**config.mk**
```make
export PLATFORM = sky130hd
export DESIGN_NAME = dual_pump_fill_controller_unit_flat
export DESIGN_NICKNAME = d
export VERILOG_FILES = /design/src/rtl/core/dpfc_pkg.sv /design/src/rtl/core/dpfc_if.sv /design/src/rtl/core/dpfc_decide.sv /design/src/rtl/core/dual_pump_fill_controller_unit.sv /design/src/flat_wrapper.sv
export SDC_FILE = /design/constraint.sdc
export NUM_CORES = 1
export LEC_CHECK = 0
export ABC_AREA = 1
export BUFFER_PORTS_ARGS = -buffer_cell sky130_fd_sc_hd__buf_4
export CAP_MARGIN = 0
export CORE_ASPECT_RATIO = 1.1
export CORE_MARGIN = 8
export CORE_UTILIZATION = 35
export CTS_CLUSTER_SIZE = 24
export DETAILED_ROUTE_END_ITERATION = 16
export GPL_ROUTABILITY_DRIVEN = 0
export GPL_TIMING_DRIVEN = 0
export SETUP_SLACK_MARGIN = 0.4
export SYNTH_ARGS = -nofsm -noshare
export SYNTH_HDL_FRONTEND = slang
export SYNTH_HIERARCHICAL = 1
export SYNTH_SLANG_ARGS = --single-unit
```
**constraint.sdc**
```tcl
create_clock -name clk_i -period 6.5 [get_ports clk_i]
set_input_delay 0.65 -clock clk_i [delete_from_list [all_inputs] [get_ports clk_i]]
set_output_delay 0.65 -clock clk_i [all_outputs]
set_load 0.02 [all_outputs]
```
**src/rtl/core/dpfc_pkg.sv**
```systemverilog
// Package for the dual pump fill controller: field types, codes and the
// item, tick, state and result structs. Depends on nothing.
package dpfc_pkg;

  localparam int unsigned TimeW  = 32;
  localparam int unsigned PeakW  = 10;
  localparam int unsigned GraceW = 16;
  localparam int unsigned CfgIdxW  = 1;
  localparam int unsigned CfgDataW = 16;

  localparam logic [PeakW-1:0]  ThreshReset = PeakW'(100);
  localparam logic [GraceW-1:0] GraceReset  = GraceW'(5000);

  localparam logic [1:0] OhCritical = 2'd0;
  localparam logic [1:0] OhLow      = 2'd1;
  localparam logic [1:0] OhMedium   = 2'd2;
  localparam logic [1:0] OhHigh     = 2'd3;
  localparam logic [1:0] SumpCrit   = 2'd0;
  localparam logic [1:0] SumpLow    = 2'd1;
  localparam logic [1:0] SumpHigh   = 2'd2;

  typedef enum logic [1:0] {
    FUNC_TICK     = 2'd0,
    FUNC_CLR_BORE = 2'd1,
    FUNC_CLR_SUMP = 2'd2
  } func_e;

  typedef enum logic [CfgIdxW-1:0] {
    CFG_THRESHOLD = 1'd0,
    CFG_GRACE     = 1'd1
  } cfg_idx_e;

  typedef enum logic [1:0] {
    PUMP_NONE = 2'd0,
    PUMP_BORE = 2'd1,
    PUMP_SUMP = 2'd2
  } pump_e;

  typedef enum logic [2:0] {
    ST_STOPPED  = 3'd0,
    ST_STARTING = 3'd1,
    ST_RUNNING  = 3'd2,
    ST_DRYLOCK  = 3'd3,
    ST_SUMPCRIT = 3'd4
  } status_e;

  typedef struct packed {
    logic [1:0]       func;
    logic [TimeW-1:0] now_ms;
    logic [2:0]       overhead_probes;
    logic [1:0]       sump_probes;
    logic             manual_mode;
    logic             emergency_stop;
    logic [1:0]       forced_pump;
    logic             prefer_sump;
    logic             fill_request;
    logic [PeakW-1:0] borewell_current_peak;
    logic [PeakW-1:0] sump_current_peak;
  } item_t;

  typedef struct packed {
    logic [TimeW-1:0]  now;
    logic [1:0]        oh_level;
    logic [1:0]        sump_level;
    logic [PeakW-1:0]  bore_peak;
    logic [PeakW-1:0]  sump_peak;
    logic [PeakW-1:0]  threshold;
    logic [GraceW-1:0] grace;
  } tick_t;

  typedef struct packed {
    pump_e            running;
    status_e          bore_st;
    status_e          sump_st;
    logic             bore_lat;
    logic             sump_lat;
    logic [TimeW-1:0] bore_t0;
    logic [TimeW-1:0] sump_t0;
    logic             fill;
    logic             warn;
    logic             ovr;
  } state_t;

  typedef struct packed {
    logic       borewell_relay;
    logic       sump_relay;
    logic [1:0] active_pump;
    logic [2:0] borewell_status;
    logic [2:0] sump_status;
    logic       fill_active;
    logic       sump_warning;
    logic [1:0] overhead_level;
    logic [1:0] sump_level;
  } res_t;

endpackage

```
**src/rtl/core/dpfc_if.sv**
```systemverilog
// Channel interfaces of the dual pump fill controller: input items, result
// items and configuration writes. Depends on dpfc_pkg.
interface dpfc_in_if;
  logic                        valid;
  logic                        ready;
  logic [1:0]                  func;
  logic [dpfc_pkg::TimeW-1:0]  now_ms;
  logic [2:0]                  overhead_probes;
  logic [1:0]                  sump_probes;
  logic                        manual_mode;
  logic                        emergency_stop;
  logic [1:0]                  forced_pump;
  logic                        prefer_sump;
  logic                        fill_request;
  logic [dpfc_pkg::PeakW-1:0]  borewell_current_peak;
  logic [dpfc_pkg::PeakW-1:0]  sump_current_peak;

  modport source (
    output valid, func, now_ms, overhead_probes, sump_probes, manual_mode,
           emergency_stop, forced_pump, prefer_sump, fill_request,
           borewell_current_peak, sump_current_peak,
    input  ready
  );
  modport sink (
    input  valid, func, now_ms, overhead_probes, sump_probes, manual_mode,
           emergency_stop, forced_pump, prefer_sump, fill_request,
           borewell_current_peak, sump_current_peak,
    output ready
  );
endinterface

interface dpfc_out_if;
  logic       valid;
  logic       ready;
  logic       borewell_relay;
  logic       sump_relay;
  logic [1:0] active_pump;
  logic [2:0] borewell_status;
  logic [2:0] sump_status;
  logic       fill_active;
  logic       sump_warning;
  logic [1:0] overhead_level;
  logic [1:0] sump_level;

  modport source (
    output valid, borewell_relay, sump_relay, active_pump, borewell_status,
           sump_status, fill_active, sump_warning, overhead_level, sump_level,
    input  ready
  );
  modport sink (
    input  valid, borewell_relay, sump_relay, active_pump, borewell_status,
           sump_status, fill_active, sump_warning, overhead_level, sump_level,
    output ready
  );
endinterface

interface dpfc_cfg_if;
  logic                          valid;
  logic                          ready;
  logic [dpfc_pkg::CfgIdxW-1:0]  index;
  logic [dpfc_pkg::CfgDataW-1:0] data;

  modport source (output valid, index, data, input ready);
  modport sink (input valid, index, data, output ready);
endinterface

```
**src/rtl/core/dpfc_decide.sv**
```systemverilog
// Next-state and result logic for one transaction of the fill controller.
// Purely combinational; depends on dpfc_pkg.
module dpfc_decide (
  input  dpfc_pkg::item_t     item_i,
  input  dpfc_pkg::state_t    state_i,
  input  logic [dpfc_pkg::PeakW-1:0]  threshold_i,
  input  logic [dpfc_pkg::GraceW-1:0] grace_i,
  output dpfc_pkg::state_t    state_o,
  output dpfc_pkg::res_t      res_o
);

  function automatic dpfc_pkg::state_t set_status(dpfc_pkg::state_t s,
                                                  dpfc_pkg::pump_e p,
                                                  dpfc_pkg::status_e v);
    dpfc_pkg::state_t r;
    r = s;
    if (p == dpfc_pkg::PUMP_BORE) begin
      r.bore_st = v;
    end else begin
      r.sump_st = v;
    end
    return r;
  endfunction

  function automatic logic is_locked(dpfc_pkg::state_t s, dpfc_pkg::pump_e p);
    return (p == dpfc_pkg::PUMP_BORE) ? s.bore_lat : s.sump_lat;
  endfunction

  function automatic dpfc_pkg::state_t stop_running(dpfc_pkg::state_t s);
    dpfc_pkg::state_t r;
    r = s;
    if (r.running != dpfc_pkg::PUMP_NONE) begin
      r = set_status(r, r.running, dpfc_pkg::ST_STOPPED);
      r.running = dpfc_pkg::PUMP_NONE;
    end
    return r;
  endfunction

  function automatic dpfc_pkg::state_t try_start(dpfc_pkg::state_t s,
                                                 dpfc_pkg::pump_e p,
                                                 logic chk_sump,
                                                 dpfc_pkg::tick_t t,
                                                 output logic ok);
    dpfc_pkg::state_t r;
    r  = s;
    ok = 1'b0;
    if (is_locked(r, p)) begin
      if (r.running == p) begin
        r = stop_running(r);
      end
    end else if (chk_sump && t.sump_level == dpfc_pkg::SumpCrit) begin
      if (r.running == p) begin
        r = stop_running(r);
      end
      r = set_status(r, p, dpfc_pkg::ST_SUMPCRIT);
    end else if (r.running == p) begin
      ok = 1'b1;
    end else begin
      r = stop_running(r);
      r = set_status(r, p, dpfc_pkg::ST_STARTING);
      if (p == dpfc_pkg::PUMP_BORE) begin
        r.bore_t0 = t.now;
      end else begin
        r.sump_t0 = t.now;
      end
      r.running = p;
      ok = 1'b1;
    end
    return r;
  endfunction

  function automatic dpfc_pkg::state_t check_dry(dpfc_pkg::state_t s,
                                                 dpfc_pkg::tick_t t);
    dpfc_pkg::state_t  r;
    dpfc_pkg::pump_e   p;
    dpfc_pkg::status_e st;
    logic [dpfc_pkg::TimeW-1:0] t0;
    logic [dpfc_pkg::TimeW-1:0] elapsed;
    logic [dpfc_pkg::PeakW-1:0] peak;
    r  = s;
    p  = r.running;
    st = (p == dpfc_pkg::PUMP_BORE) ? r.bore_st : r.sump_st;
    t0 = (p == dpfc_pkg::PUMP_BORE) ? r.bore_t0 : r.sump_t0;
    peak = (p == dpfc_pkg::PUMP_BORE) ? t.bore_peak : t.sump_peak;
    elapsed = t.now - t0;
    if (p != dpfc_pkg::PUMP_NONE &&
        !(st == dpfc_pkg::ST_STARTING &&
          elapsed < {{(dpfc_pkg::TimeW-dpfc_pkg::GraceW){1'b0}}, t.grace})) begin
      if (peak > t.threshold) begin
        r = set_status(r, p, dpfc_pkg::ST_RUNNING);
      end else begin
        r = stop_running(r);
        r = set_status(r, p, dpfc_pkg::ST_DRYLOCK);
        if (p == dpfc_pkg::PUMP_BORE) begin
          r.bore_lat = 1'b1;
        end else begin
          r.sump_lat = 1'b1;
        end
      end
    end
    return r;
  endfunction

  function automatic dpfc_pkg::state_t select_auto(dpfc_pkg::state_t s,
                                                   logic pref_sump,
                                                   dpfc_pkg::tick_t t);
    dpfc_pkg::state_t r;
    logic ok;
    if (pref_sump) begin
      r = try_start(s, dpfc_pkg::PUMP_SUMP, 1'b1, t, ok);
      if (!ok) begin
        r = try_start(r, dpfc_pkg::PUMP_BORE, 1'b0, t, ok);
      end
    end else begin
      r = try_start(s, dpfc_pkg::PUMP_BORE, 1'b0, t, ok);
      if (!ok) begin
        r = try_start(r, dpfc_pkg::PUMP_SUMP, 1'b1, t, ok);
      end
    end
    if (!ok) begin
      if (r.bore_lat) begin
        r.bore_st = dpfc_pkg::ST_DRYLOCK;
      end
      if (r.sump_lat && r.sump_st != dpfc_pkg::ST_SUMPCRIT) begin
        r.sump_st = dpfc_pkg::ST_DRYLOCK;
      end
    end
    return r;
  endfunction

  function automatic dpfc_pkg::state_t run_manual(dpfc_pkg::state_t s,
                                                  logic estop,
                                                  logic [1:0] forced,
                                                  dpfc_pkg::tick_t t);
    dpfc_pkg::state_t r;
    logic ok;
    if (estop || (forced != dpfc_pkg::PUMP_BORE && forced != dpfc_pkg::PUMP_SUMP)) begin
      r = stop_running(s);
    end else begin
      r = try_start(s, dpfc_pkg::pump_e'(forced), 1'b0, t, ok);
      if (ok) begin
        r = check_dry(r, t);
      end
    end
    return r;
  endfunction

  function automatic dpfc_pkg::state_t run_auto(dpfc_pkg::state_t s,
                                                logic estop,
                                                logic pref_sump,
                                                dpfc_pkg::tick_t t);
    dpfc_pkg::state_t r;
    dpfc_pkg::pump_e  pref;
    logic wrong;
    logic avail;
    r = s;
    pref = pref_sump ? dpfc_pkg::PUMP_SUMP : dpfc_pkg::PUMP_BORE;
    if (estop) begin
      r = stop_running(r);
      r.fill = 1'b0;
    end else begin
      if (t.sump_level == dpfc_pkg::SumpCrit) begin
        r.warn = 1'b1;
        if (r.running == dpfc_pkg::PUMP_SUMP) begin
          r = stop_running(r);
          r.sump_st = dpfc_pkg::ST_SUMPCRIT;
        end
      end
      if (t.oh_level <= dpfc_pkg::OhLow) begin
        r.fill = 1'b1;
      end
      if (!(r.ovr || r.fill)) begin
        r = stop_running(r);
      end else if (t.oh_level == dpfc_pkg::OhHigh) begin
        r = stop_running(r);
        r.fill = 1'b0;
        r.ovr  = 1'b0;
      end else begin
        wrong = (pref_sump && r.running == dpfc_pkg::PUMP_BORE) ||
                (!pref_sump && r.running == dpfc_pkg::PUMP_SUMP);
        avail = !is_locked(r, pref) &&
                !(pref_sump && t.sump_level == dpfc_pkg::SumpCrit);
        if (wrong && avail) begin
          r = stop_running(r);
        end
        if (r.running == dpfc_pkg::PUMP_NONE) begin
          r = select_auto(r, pref_sump, t);
        end
        r = check_dry(r, t);
        if (r.running == dpfc_pkg::PUMP_NONE) begin
          r = select_auto(r, pref_sump, t);
        end
      end
    end
    return r;
  endfunction

  dpfc_pkg::tick_t  tick;
  dpfc_pkg::state_t nxt;

  always_comb begin
    tick.now = item_i.now_ms;
    if (item_i.overhead_probes[2]) begin
      tick.oh_level = dpfc_pkg::OhHigh;
    end else if (item_i.overhead_probes[1]) begin
      tick.oh_level = dpfc_pkg::OhMedium;
    end else if (item_i.overhead_probes[0]) begin
      tick.oh_level = dpfc_pkg::OhLow;
    end else begin
      tick.oh_level = dpfc_pkg::OhCritical;
    end
    if (item_i.sump_probes[1]) begin
      tick.sump_level = dpfc_pkg::SumpHigh;
    end else if (item_i.sump_probes[0]) begin
      tick.sump_level = dpfc_pkg::SumpLow;
    end else begin
      tick.sump_level = dpfc_pkg::SumpCrit;
    end
    tick.bore_peak = item_i.borewell_current_peak;
    tick.sump_peak = item_i.sump_current_peak;
    tick.threshold = threshold_i;
    tick.grace     = grace_i;
  end

  always_comb begin
    nxt = state_i;
    case (item_i.func)
      dpfc_pkg::FUNC_TICK: begin
        if (item_i.fill_request) begin
          nxt.ovr = 1'b1;
        end
        if (item_i.manual_mode) begin
          nxt = run_manual(nxt, item_i.emergency_stop, item_i.forced_pump, tick);
        end else begin
          nxt = run_auto(nxt, item_i.emergency_stop, item_i.prefer_sump, tick);
        end
      end
      dpfc_pkg::FUNC_CLR_BORE: begin
        nxt.bore_lat = 1'b0;
        nxt.bore_st  = dpfc_pkg::ST_STOPPED;
      end
      dpfc_pkg::FUNC_CLR_SUMP: begin
        nxt.sump_lat = 1'b0;
        nxt.sump_st  = dpfc_pkg::ST_STOPPED;
      end
      default: begin
        nxt = state_i;
      end
    endcase
  end

  assign state_o = nxt;

  always_comb begin
    res_o.borewell_relay  = (nxt.running == dpfc_pkg::PUMP_BORE);
    res_o.sump_relay      = (nxt.running == dpfc_pkg::PUMP_SUMP);
    res_o.active_pump     = nxt.running;
    res_o.borewell_status = nxt.bore_st;
    res_o.sump_status     = nxt.sump_st;
    res_o.fill_active     = nxt.fill;
    res_o.sump_warning    = nxt.warn;
    res_o.overhead_level  = tick.oh_level;
    res_o.sump_level      = tick.sump_level;
  end

endmodule

```
**src/rtl/core/dual_pump_fill_controller_unit.sv**
```systemverilog
// Dual pump fill controller top level: input, state, configuration and result
// registers around dpfc_decide. Depends on dpfc_pkg, dpfc_if and dpfc_decide.
// An accepted transaction is held in the input register, decided by dpfc_decide, and
// its result and new state are registered when the result register can advance.
// Throughput: one transaction per cycle while the result port is ready.
// Reset: asynchronous, active low; pumps stopped, latches clear, threshold 100, grace 5000 ms.
module dual_pump_fill_controller_unit (
  input  logic clk_i,
  input  logic rst_ni,
  dpfc_in_if.sink    in_i,
  dpfc_out_if.source out_o,
  dpfc_cfg_if.sink   cfg_i
);

  dpfc_pkg::item_t  item_q;
  logic             in_vld_q;
  dpfc_pkg::state_t state_q;
  dpfc_pkg::state_t state_d;
  dpfc_pkg::res_t   res_q;
  dpfc_pkg::res_t   res_d;
  logic             out_vld_q;
  logic [dpfc_pkg::PeakW-1:0]  thresh_q;
  logic [dpfc_pkg::GraceW-1:0] grace_q;
  logic             adv;
  logic             fire;

  assign adv        = !out_vld_q || out_o.ready;
  assign fire       = in_vld_q && adv;
  assign in_i.ready = !in_vld_q || adv;
  assign cfg_i.ready = 1'b1;

  always_ff @(posedge clk_i or negedge rst_ni) begin
    if (!rst_ni) begin
      thresh_q <= dpfc_pkg::ThreshReset;
      grace_q  <= dpfc_pkg::GraceReset;
    end else if (cfg_i.valid) begin
      case (cfg_i.index)
        dpfc_pkg::CFG_THRESHOLD: thresh_q <= cfg_i.data[dpfc_pkg::PeakW-1:0];
        dpfc_pkg::CFG_GRACE:     grace_q  <= cfg_i.data[dpfc_pkg::GraceW-1:0];
        default: begin
          thresh_q <= thresh_q;
        end
      endcase
    end
  end

  always_ff @(posedge clk_i or negedge rst_ni) begin
    if (!rst_ni) begin
      in_vld_q <= 1'b0;
    end else if (in_i.ready) begin
      in_vld_q <= in_i.valid;
    end
  end

  always_ff @(posedge clk_i) begin
    if (in_i.ready && in_i.valid) begin
      item_q.func                  <= in_i.func;
      item_q.now_ms                <= in_i.now_ms;
      item_q.overhead_probes       <= in_i.overhead_probes;
      item_q.sump_probes           <= in_i.sump_probes;
      item_q.manual_mode           <= in_i.manual_mode;
      item_q.emergency_stop        <= in_i.emergency_stop;
      item_q.forced_pump           <= in_i.forced_pump;
      item_q.prefer_sump           <= in_i.prefer_sump;
      item_q.fill_request          <= in_i.fill_request;
      item_q.borewell_current_peak <= in_i.borewell_current_peak;
      item_q.sump_current_peak     <= in_i.sump_current_peak;
    end
  end

  dpfc_decide u_decide (
    .item_i      (item_q),
    .state_i     (state_q),
    .threshold_i (thresh_q),
    .grace_i     (grace_q),
    .state_o     (state_d),
    .res_o       (res_d)
  );

  always_ff @(posedge clk_i or negedge rst_ni) begin
    if (!rst_ni) begin
      state_q.running  <= dpfc_pkg::PUMP_NONE;
      state_q.bore_st  <= dpfc_pkg::ST_STOPPED;
      state_q.sump_st  <= dpfc_pkg::ST_STOPPED;
      state_q.bore_lat <= 1'b0;
      state_q.sump_lat <= 1'b0;
      state_q.bore_t0  <= '0;
      state_q.sump_t0  <= '0;
      state_q.fill     <= 1'b0;
      state_q.warn     <= 1'b0;
      state_q.ovr      <= 1'b0;
      out_vld_q        <= 1'b0;
    end else if (fire) begin
      state_q   <= state_d;
      out_vld_q <= 1'b1;
    end else if (out_o.ready) begin
      out_vld_q <= 1'b0;
    end
  end

  always_ff @(posedge clk_i) begin
    if (fire) begin
      res_q <= res_d;
    end
  end

  assign out_o.valid           = out_vld_q;
  assign out_o.borewell_relay  = res_q.borewell_relay;
  assign out_o.sump_relay      = res_q.sump_relay;
  assign out_o.active_pump     = res_q.active_pump;
  assign out_o.borewell_status = res_q.borewell_status;
  assign out_o.sump_status     = res_q.sump_status;
  assign out_o.fill_active     = res_q.fill_active;
  assign out_o.sump_warning    = res_q.sump_warning;
  assign out_o.overhead_level  = res_q.overhead_level;
  assign out_o.sump_level      = res_q.sump_level;

  a_relays_exclusive: assert property (@(posedge clk_i) disable iff (!rst_ni)
    out_vld_q |-> !(res_q.borewell_relay && res_q.sump_relay))
    else $error("both pump relays on");

  a_relay_matches_pump: assert property (@(posedge clk_i) disable iff (!rst_ni)
    out_vld_q |-> (res_q.borewell_relay == (res_q.active_pump == dpfc_pkg::PUMP_BORE)) &&
                  (res_q.sump_relay == (res_q.active_pump == dpfc_pkg::PUMP_SUMP)))
    else $error("relay outputs disagree with active pump");

  a_state_pump_legal: assert property (@(posedge clk_i) disable iff (!rst_ni)
    state_q.running != 2'd3)
    else $error("running pump holds an unused code");

  a_stalled_item_held: assert property (@(posedge clk_i) disable iff (!rst_ni)
    (in_vld_q && !adv) |=> in_vld_q && $stable(item_q) && $stable(state_q))
    else $error("stalled item or state changed");

endmodule

```
**src/flat_wrapper.sv**
```systemverilog
// flat-port wrapper written by rule: the top's interface ports become plain ports
module dual_pump_fill_controller_unit_flat 
  (clk_i, rst_ni, in_i_valid, in_i_func, in_i_now_ms, in_i_overhead_probes, in_i_sump_probes, in_i_manual_mode, in_i_emergency_stop, in_i_forced_pump, in_i_prefer_sump, in_i_fill_request, in_i_borewell_current_peak, in_i_sump_current_peak, in_i_ready, out_o_valid, out_o_borewell_relay, out_o_sump_relay, out_o_active_pump, out_o_borewell_status, out_o_sump_status, out_o_fill_active, out_o_sump_warning, out_o_overhead_level, out_o_sump_level, out_o_ready, cfg_i_valid, cfg_i_index, cfg_i_data, cfg_i_ready);
  dpfc_in_if in_i_i ();
  dpfc_out_if out_o_i ();
  dpfc_cfg_if cfg_i_i ();
  input  logic clk_i;
  input  logic rst_ni;
  input wire logic [$bits(in_i_i.valid)-1:0] in_i_valid;
  input wire logic [$bits(in_i_i.func)-1:0] in_i_func;
  input wire logic [$bits(in_i_i.now_ms)-1:0] in_i_now_ms;
  input wire logic [$bits(in_i_i.overhead_probes)-1:0] in_i_overhead_probes;
  input wire logic [$bits(in_i_i.sump_probes)-1:0] in_i_sump_probes;
  input wire logic [$bits(in_i_i.manual_mode)-1:0] in_i_manual_mode;
  input wire logic [$bits(in_i_i.emergency_stop)-1:0] in_i_emergency_stop;
  input wire logic [$bits(in_i_i.forced_pump)-1:0] in_i_forced_pump;
  input wire logic [$bits(in_i_i.prefer_sump)-1:0] in_i_prefer_sump;
  input wire logic [$bits(in_i_i.fill_request)-1:0] in_i_fill_request;
  input wire logic [$bits(in_i_i.borewell_current_peak)-1:0] in_i_borewell_current_peak;
  input wire logic [$bits(in_i_i.sump_current_peak)-1:0] in_i_sump_current_peak;
  output wire logic [$bits(in_i_i.ready)-1:0] in_i_ready;
  output wire logic [$bits(out_o_i.valid)-1:0] out_o_valid;
  output wire logic [$bits(out_o_i.borewell_relay)-1:0] out_o_borewell_relay;
  output wire logic [$bits(out_o_i.sump_relay)-1:0] out_o_sump_relay;
  output wire logic [$bits(out_o_i.active_pump)-1:0] out_o_active_pump;
  output wire logic [$bits(out_o_i.borewell_status)-1:0] out_o_borewell_status;
  output wire logic [$bits(out_o_i.sump_status)-1:0] out_o_sump_status;
  output wire logic [$bits(out_o_i.fill_active)-1:0] out_o_fill_active;
  output wire logic [$bits(out_o_i.sump_warning)-1:0] out_o_sump_warning;
  output wire logic [$bits(out_o_i.overhead_level)-1:0] out_o_overhead_level;
  output wire logic [$bits(out_o_i.sump_level)-1:0] out_o_sump_level;
  input wire logic [$bits(out_o_i.ready)-1:0] out_o_ready;
  input wire logic [$bits(cfg_i_i.valid)-1:0] cfg_i_valid;
  input wire logic [$bits(cfg_i_i.index)-1:0] cfg_i_index;
  input wire logic [$bits(cfg_i_i.data)-1:0] cfg_i_data;
  output wire logic [$bits(cfg_i_i.ready)-1:0] cfg_i_ready;
  assign in_i_i.valid = in_i_valid;
  assign in_i_i.func = in_i_func;
  assign in_i_i.now_ms = in_i_now_ms;
  assign in_i_i.overhead_probes = in_i_overhead_probes;
  assign in_i_i.sump_probes = in_i_sump_probes;
  assign in_i_i.manual_mode = in_i_manual_mode;
  assign in_i_i.emergency_stop = in_i_emergency_stop;
  assign in_i_i.forced_pump = in_i_forced_pump;
  assign in_i_i.prefer_sump = in_i_prefer_sump;
  assign in_i_i.fill_request = in_i_fill_request;
  assign in_i_i.borewell_current_peak = in_i_borewell_current_peak;
  assign in_i_i.sump_current_peak = in_i_sump_current_peak;
  assign in_i_ready = in_i_i.ready;
  assign out_o_valid = out_o_i.valid;
  assign out_o_borewell_relay = out_o_i.borewell_relay;
  assign out_o_sump_relay = out_o_i.sump_relay;
  assign out_o_active_pump = out_o_i.active_pump;
  assign out_o_borewell_status = out_o_i.borewell_status;
  assign out_o_sump_status = out_o_i.sump_status;
  assign out_o_fill_active = out_o_i.fill_active;
  assign out_o_sump_warning = out_o_i.sump_warning;
  assign out_o_overhead_level = out_o_i.overhead_level;
  assign out_o_sump_level = out_o_i.sump_level;
  assign out_o_i.ready = out_o_ready;
  assign cfg_i_i.valid = cfg_i_valid;
  assign cfg_i_i.index = cfg_i_index;
  assign cfg_i_i.data = cfg_i_data;
  assign cfg_i_ready = cfg_i_i.ready;
  dual_pump_fill_controller_unit u_core (.clk_i(clk_i), .rst_ni(rst_ni), .in_i(in_i_i), .out_o(out_o_i), .cfg_i(cfg_i_i));
endmodule
```
==> results of run 1 <==
[registers in the layout, indices dropped and copies added, names as in the netlist, 2 cells and up]
register                      cells
u_core/out_o.overhead_level       2
u_core/thresh_q                  10
u_core/out_o.borewell_status      3
u_core/out_o.active_pump          2
u_core/out_o.sump_status          3
u_core/state_q                   77
u_core/out_o.sump_level           2
u_core/grace_q                   16
u_core/item_q                    65
[final timing paths]
path                               startpoint                  to  slack [ns]  depth (start not counted)
hold / removal                 in_i_now_ms[7]   u_core/item_q[38]        0.28                          1
setup / recovery           u_core/state_q[76]  u_core/state_q[38]        0.05                         47
hold reg to reg            u_core/grace_q[12]  u_core/grace_q[12]        0.46                          2
max in group asynchronous              rst_ni  u_core/grace_q[12]        5.16                          3
min in group asynchronous              rst_ni  u_core/state_q[56]        0.55                          2
setup reg to reg           u_core/state_q[76]  u_core/state_q[38]        0.05                         47
[cell usage after synthesis (8+ instances only)]
| cell | count | area (sq um) |
|---|---|---|
| a21oi_1 | 316 | 1580 |
| nand2_2 | 12 | 75.1 |
| buf_4 | 23 | 173 |
| nand3_1 | 145 | 726 |
| o21ai_0 | 239 | 1200 |
| nand4_1 | 25 | 156 |
| clkbuf_1 | 86 | 323 |
| o211ai_1 | 69 | 518 |
| inv_1 | 235 | 882 |
| a31oi_1 | 9 | 56.3 |
| nand2_1 | 1001 | 3760 |
| o21bai_1 | 8 | 60.1 |
| nor2_1 | 112 | 420 |
| ha_1 | 113 | 1410 |
| buf_2 | 28 | 140 |
| edfxtp_1 | 81 | 2430 |
| nor3_1 | 17 | 85.1 |
| inv_2 | 13 | 48.8 |
| xor2_1 | 27 | 236 |
| dfrtp_1 | 97 | 2430 |
| dfstp_2 | 8 | 210 |
| xnor2_1 | 25 | 219 |
[final cells by class]
cell class	count	area, sq um	share of cell area [%]
clock inverter	15	184	0.804
timing repair buffer	216	2020	8.83
sequential	186	5070	22.2
buffer	149	1090	4.78
clock buffer	17	425	1.86
tap	667	835	3.65
inverter	257	1000	4.38
multi-input combinational	2210	12200	53.5
timing repair inverter	1	8.76	0.0383
[logic make-up (layout without fill, tap and decap cells)]
logic type      after synthesis  after routing  share of synthesized area (%)
simple gates               1347           1347                           30.6
compound gates              693            693                           21.2
buf+inv                     406            655                           9.38
flops                       186            186                           28.0
fa+ha+maj                   115            115                           8.04
xor+xnor                     52             52                           2.52
mux                           2              2                          0.111
other cells                   1              1                         0.0207
[routing by layer]
metal | vias up | share of wire, % | track usage, %
met3 | 242 | 8.4 | 3.86
met1 | 9622 | 40 | 28.6
met4 | 0 | 5.5 | 13.0
li1 | 9796 | - | -
met5 | - | 0 | 0
met2 | 1134 | 46 | 38.1
[worst register-to-register path, delay by kind of cell, from the launching register on]
kind                       cells  cell delay [ns]
DFF                            1             0.40
buffers and inverters         11             1.47
and+or+nand+nor               25             2.60
xor gates and xnor gates       1             0.15
AOI/OAI and AO/OA              8             1.23
adders and majority gates      2             0.58
[power by group through the flow]
stage	combinational (mW)	clock, mW	sequential [mW]
after floorplan	6.03	0	1.78
after global placement	8.03	0	1.83
after detailed placement	8.18	0	1.83
after CTS	9.62	1.18	1.81
after global routing	11.8	1.22	1.86
final	10.8	1.14	1.82
[repair_timing]
| item | 4_1_cts | 5_1_grt |
|---|---|---|
| gates cloned | 6 | 6 |
| endpoints found under the hold margin | 19 | 0 |
| gates resized for setup | 252 | 180 |
| setup buffers | 56 | 44 |
| endpoints found under the setup margin | 84 | 84 |
| hold buffers | 1 | 0 |
| pin swaps | 65 | 98 |
[stage by stage]
stage	util (%)	cells	setup TNS (ns)
3_3_place_gp	38.5	3571	-138.05
2_1_floorplan	-	2802	0
6_report	44.7	3718	0
3_5_place_dp	38.6	3573	-127.82
4_1_cts	42.7	3668	0
5_1_grt	44.7	3718	-9.13
==> results.tsv, run 1 <==
stage	metric	value	unit
status	run status	finished, final reports clean	
setup_path	Buf/Inv on CP	11	
setup_path	CP Launch Type	flop	
clock_tree	CTS tree	yes	
detailed_routing	drc violations	0	
timing	period utilization	99.2	%
timing	worst slew pin tran	1.23	ns
power	pwr/cell area	603	nW/um^2
logic_synthesis	syn nets	3004	
power	Sw Pwr	7.36	mW
detailed_routing	DR iter-0 viols	2099	
power	clock power share	8.3	%
detailed_routing	first-pass iteration count of the detailed router	11	
setup_path	CP max FO	10	
detailed_routing	DR WL/cell	19.2	um
die	Core Footprint	51200	sq um
die	Initial Utilization	35.3	%
global_route	global-route wire length before repair	107000	um
timing	Relative slew margins	17.4	%
finish	most frequent cells in the layout	nand2_1, a21oi_1, inv_1	
timing	count of final hold-check violations	0	
finish	area delta synth->final	26.6	%
finish	share of cells above drive strength 1	19.0	%
placed_design	pre-CTS setup slack	-1.85	ns
setup_path	delay-heaviest family, CP	simple AND/OR/NAND/NOR gates	
timing	RSZ-0062 raised after global routing	true	
global_route	largest net degree at the start of global routing	87	
finish	most common cell after layout, fill and taps aside	nand2_1	
die	die area	59200	sq um
clock_tree	CTS buffer count	17	
clock_tree	CTS H-Tree Depth	4	
setup_path	CP most frequent cell	nand2_1	
global_route	total congestion overflow	0	
placed_design	IO Port Bufs	102	
power	Comb pwr share	78.5	%
clock_tree	insertion delay to the later sink of the worst-skew pair	0.54	ns
power	sequential power share	13.2	%
global_route	antenna violations before repair	0	
clock_tree	Worst-path clk slew	0.10	ns
die	row cnt	87	
logic_synthesis	Syn Area/Cell	6.45	sq um
logic_synthesis	#FFs+latches synth	186	
timing	Final Hold Slack	0.280	ns
logic_synthesis	prevailing post-synth register cell	dfrtp_1	
logic_synthesis	ys async rst share	56.5	%
timing	Clock Skew	0.0248	ns
logic_synthesis	Yosys cell types	63	
setup_path	CP max-delay cell	dfrtp_1	
detailed_routing	Vias/cell	5.59	
global_route	number of global-route vias before repair	19600	
logic_synthesis	cell count after synthesis	2802	
setup_path	Worst path max stage delay	0.40	ns
logic_synthesis	synthesized cell area	18100	sq um
clock_tree	root buffer cell	clkbuf_16	
power	Pleak	11.1	nW
finish	Ant. Diodes	0	
power	maximum vdd drop	0.303	mV
die	die width	233	um
timing	final slew viol count	0	
die	IO Pins	106	
worst_hold_path	Min-Delay Path Class	input port to flop	
clock_tree	Clock Tree Buf Depth	2	
logic_synthesis	synth warn	6	
timing	Final setup viols	0	
detailed_routing	total routed wirelength	71300	um
power	Switching Share	53.3	%
finish	# nets final	3240	
timing	Final WS setup	0.0527	ns
setup_path	type of the worst setup path	flop to flop	
placed_design	HPWL Detailed	51400	um
detailed_routing	Post-DRT Antenna Nets	0	
logic_synthesis	Post-synth EDFFs	81	
logic_synthesis	sequential fraction of the synthesis area	28.0	%
power	Int Power	6.44	mW
global_route	GRT Util Overall	23.2	%
power	Total Power	13.8	mW
clock_tree	# clock sinks	186	
setup_path	CP required	6.97	ns
finish	Design Area, Final	22900	sq um
setup_path	critical path data arrival time	6.92	ns
setup_path	Crit. End Element	flop	
timing	fin crit period	6.45	ns
job	Max-Cap Viols	0	
finish	Filler cells	5195	
die	chip height	254	um
placed_design	placed instance area	19700	sq um
timing	fmax	155	MHz
detailed_routing	via count	20800	
(Power assumes the default switching activity.)
==> run 2, diff against run 1 <==
--- a/config.mk
+++ b/config.mk
@@ -15,6 +15,7 @@
 export DETAILED_ROUTE_END_ITERATION = 16
 export GPL_ROUTABILITY_DRIVEN = 0
 export GPL_TIMING_DRIVEN = 0
+export RECOVER_POWER = 100
 export SETUP_SLACK_MARGIN = 0.4
 export SYNTH_ARGS = -nofsm -noshare
 export SYNTH_HDL_FRONTEND = slang
==> results.tsv, run 2 (synthesis results as in run 1) <==
stage	metric	value	unit	change
setup_path	FF-to-FF path depth	47		unchanged
setup_path	CP Launch Type	flop		unchanged
setup_path	type of the worst setup path	flop to flop		unchanged
finish	Util after Layout	44.4	%	was 44.7%
placed_design	IO Port Bufs	102		unchanged
worst_hold_path	Min-Delay Path Class	input port to flop		unchanged
timing	fin crit period	6.50	ns	was 6.45 ns
detailed_routing	DR WL/cell	19.2	um	about the same
timing	count of final hold-check violations	0		unchanged
finish	Ant. Diodes	0		unchanged
finish	share of cells above drive strength 1	18.1	%	was 19.0%
detailed_routing	first-pass iteration count of the detailed router	8		was 11
clock_tree	Clock Tree Buf Depth	2		unchanged
finish	most frequent cells in the layout	nand2_1, a21oi_1, inv_1		unchanged
setup_path	FF-to-FF End	u_core/state_q[66]		was u_core/state_q[38]
global_route	GRT Util Overall	23.2	%	unchanged
finish	Design Area, Final	22700	sq um	was 22,900 sq um
timing	Relative slew margins	-63.4	%	was 17.4%
timing	Clock Skew	0.0261	ns	was 0.0248 ns
timing	period utilization	99.9	%	was 99.2%
setup_path	Crit. End Element	flop		unchanged
clock_tree	root buffer cell	clkbuf_16		unchanged
timing	setup tns final	0	ns	unchanged
clock_tree	CTS buffer count	17		unchanged
timing	fmax	154	MHz	was 155 MHz
setup_path	critical path data arrival time	6.96	ns	was 6.92 ns
global_route	number of global-route vias before repair	19600		unchanged
finish	Largest Register	u_core/state_q		unchanged
clock_tree	CTS tree	yes		unchanged
detailed_routing	drc violations	0		unchanged
die	IO Pins	106		unchanged
status	failing checks	max-capacitance violations, max-slew violations		
power	Pleak	11.0	nW	was 11.1 nW
setup_path	CP max FO	10		unchanged
finish	# nets final	3240		unchanged
setup_path	CP Launch Point	u_core/state_q[76]		unchanged
setup_path	CP required	6.97	ns	about the same
clock_tree	# clock sinks	186		unchanged
detailed_routing	Post-DRT Antenna Nets	0		unchanged
finish	most common cell after layout, fill and taps aside	nand2_1		unchanged
detailed_routing	Vias/cell	5.60		was 5.59
timing	Final setup viols	0		unchanged
placed_design	HPWL Detailed	51400	um	unchanged
detailed_routing	total routed wirelength	71300	um	about the same
placed_design	placed instance area	19700	sq um	unchanged
finish	max FFs per register	77		unchanged
finish	Filler cells	5235		was 5,195
die	Initial Utilization	35.3	%	unchanged
detailed_routing	DR iter-0 viols	2121		was 2,099
timing	worst slew pin tran	2.45	ns	was 1.23 ns
setup_path	CP max-delay cell	dfrtp_1		unchanged
status	run status	finished, violations left		was finished, final reports clean
setup_path	CP most frequent cell	nand2_1		unchanged
setup_path	Critical R2R Launch	u_core/state_q[76]		unchanged
clock_tree	CTS H-Tree Depth	4		unchanged
die	die width	233	um	unchanged
die	chip height	254	um	unchanged
global_route	total congestion overflow	0		unchanged
setup_path	Worst R2R Setup Slack	0.005	ns	was 0.05 ns
clock_tree	Worst-path clk slew	0.10	ns	about the same
global_route	antenna violations before repair	0		unchanged
timing	RSZ-0062 raised after global routing	true		unchanged
die	die area	59200	sq um	unchanged
power	pwr/cell area	606	nW/um^2	was 603 nW/um^2
finish	Largest regs	u_core/state_q x77, u_core/item_q x65, u_core/grace_q x16		unchanged
setup_path	CP Capture Point	u_core/state_q[66]		was u_core/state_q[38]
detailed_routing	via count	20800		about the same
global_route	global-route wire length before repair	107000	um	unchanged
global_route	largest net degree at the start of global routing	87		unchanged
setup_path	Buf/Inv on CP	11		unchanged
setup_path	WP depth	47		unchanged
timing	final slew viol count	130		was 0
setup_path	delay-heaviest family, CP	simple AND/OR/NAND/NOR gates		unchanged
job	Max-Cap Viols	2		was 0
finish	area delta synth->final	25.8	%	was 26.6%
die	row cnt	87		unchanged
setup_path	Worst path max stage delay	0.40	ns	about the same
die	Core Footprint	51200	sq um	unchanged
power	maximum vdd drop	0.302	mV	was 0.303 mV
clock_tree	insertion delay to the later sink of the worst-skew pair	0.54	ns	about the same
## run 2: per-stage QoR
step           instances  power, mW  hold slack (ns)  setup slack [ns]
6_report            3718       13.8            0.301           0.00490
5_1_grt             3718       14.8            0.284            -0.284
4_1_cts             3668       12.6            0.260             0.159
3_5_place_dp        3573       10.0            0.456             -1.85
3_3_place_gp        3571       9.86            0.452             -1.96
2_1_floorplan       2802       7.81            0.354             0.693
## run 2: how the worst min path moves through the flow
stage | from | endpoint | slack (ns) | cells after the start
after floorplan | rst_ni | u_core/grace_q[0] | 0.35 | 0
after global placement | u_core/state_q[67] | u_core/state_q[67] | 0.45 | 2
after detailed placement | u_core/grace_q[12] | u_core/grace_q[12] | 0.46 | 2
after CTS | in_i_now_ms[7] | u_core/item_q[38] | 0.26 | 1
after global routing | in_i_now_ms[7] | u_core/item_q[38] | 0.28 | 1
final | in_i_now_ms[7] | u_core/item_q[38] | 0.30 | 1
## run 2: layout make-up
class | count | area, sq um | area share [%]
multi-input combinational | 2210 | 12200 | 53.8
sequential | 186 | 5070 | 22.3
timing repair buffer | 216 | 1900 | 8.36
buffer | 149 | 1070 | 4.70
inverter | 257 | 1000 | 4.40
tap | 667 | 835 | 3.67
clock buffer | 17 | 425 | 1.87
clock inverter | 15 | 184 | 0.809
timing repair inverter | 1 | 8.76 | 0.0385
## run 2: what timing repair did
action                     in CTS  in global routing
buffers inserted               56                 44
hold buffers                    1                  0
resized for setup             252                180
hold endpoints to repair       19                  0
setup endpoints to repair      84                 84
pin swaps                      65                 98
cloned                          6                  6
## run 2: metal layers
layer | track usage (%) | up-vias | wire, um
met2 | 38.1 | 1120 | 33000
met3 | 3.86 | 242 | 5720
li1 | - | 9817 | -
met5 | 0 | - | 0
met4 | 13.0 | 0 | 4050
met1 | 28.6 | 9655 | 28600
## run 2: power by group
| part | total (mW) | switching [mW] | internal [mW] |
|---|---|---|---|
| registers | 1.82 | 0.268 | 1.55 |
| clock network | 1.14 | 0.619 | 0.526 |
| logic | 10.8 | 6.47 | 4.33 |
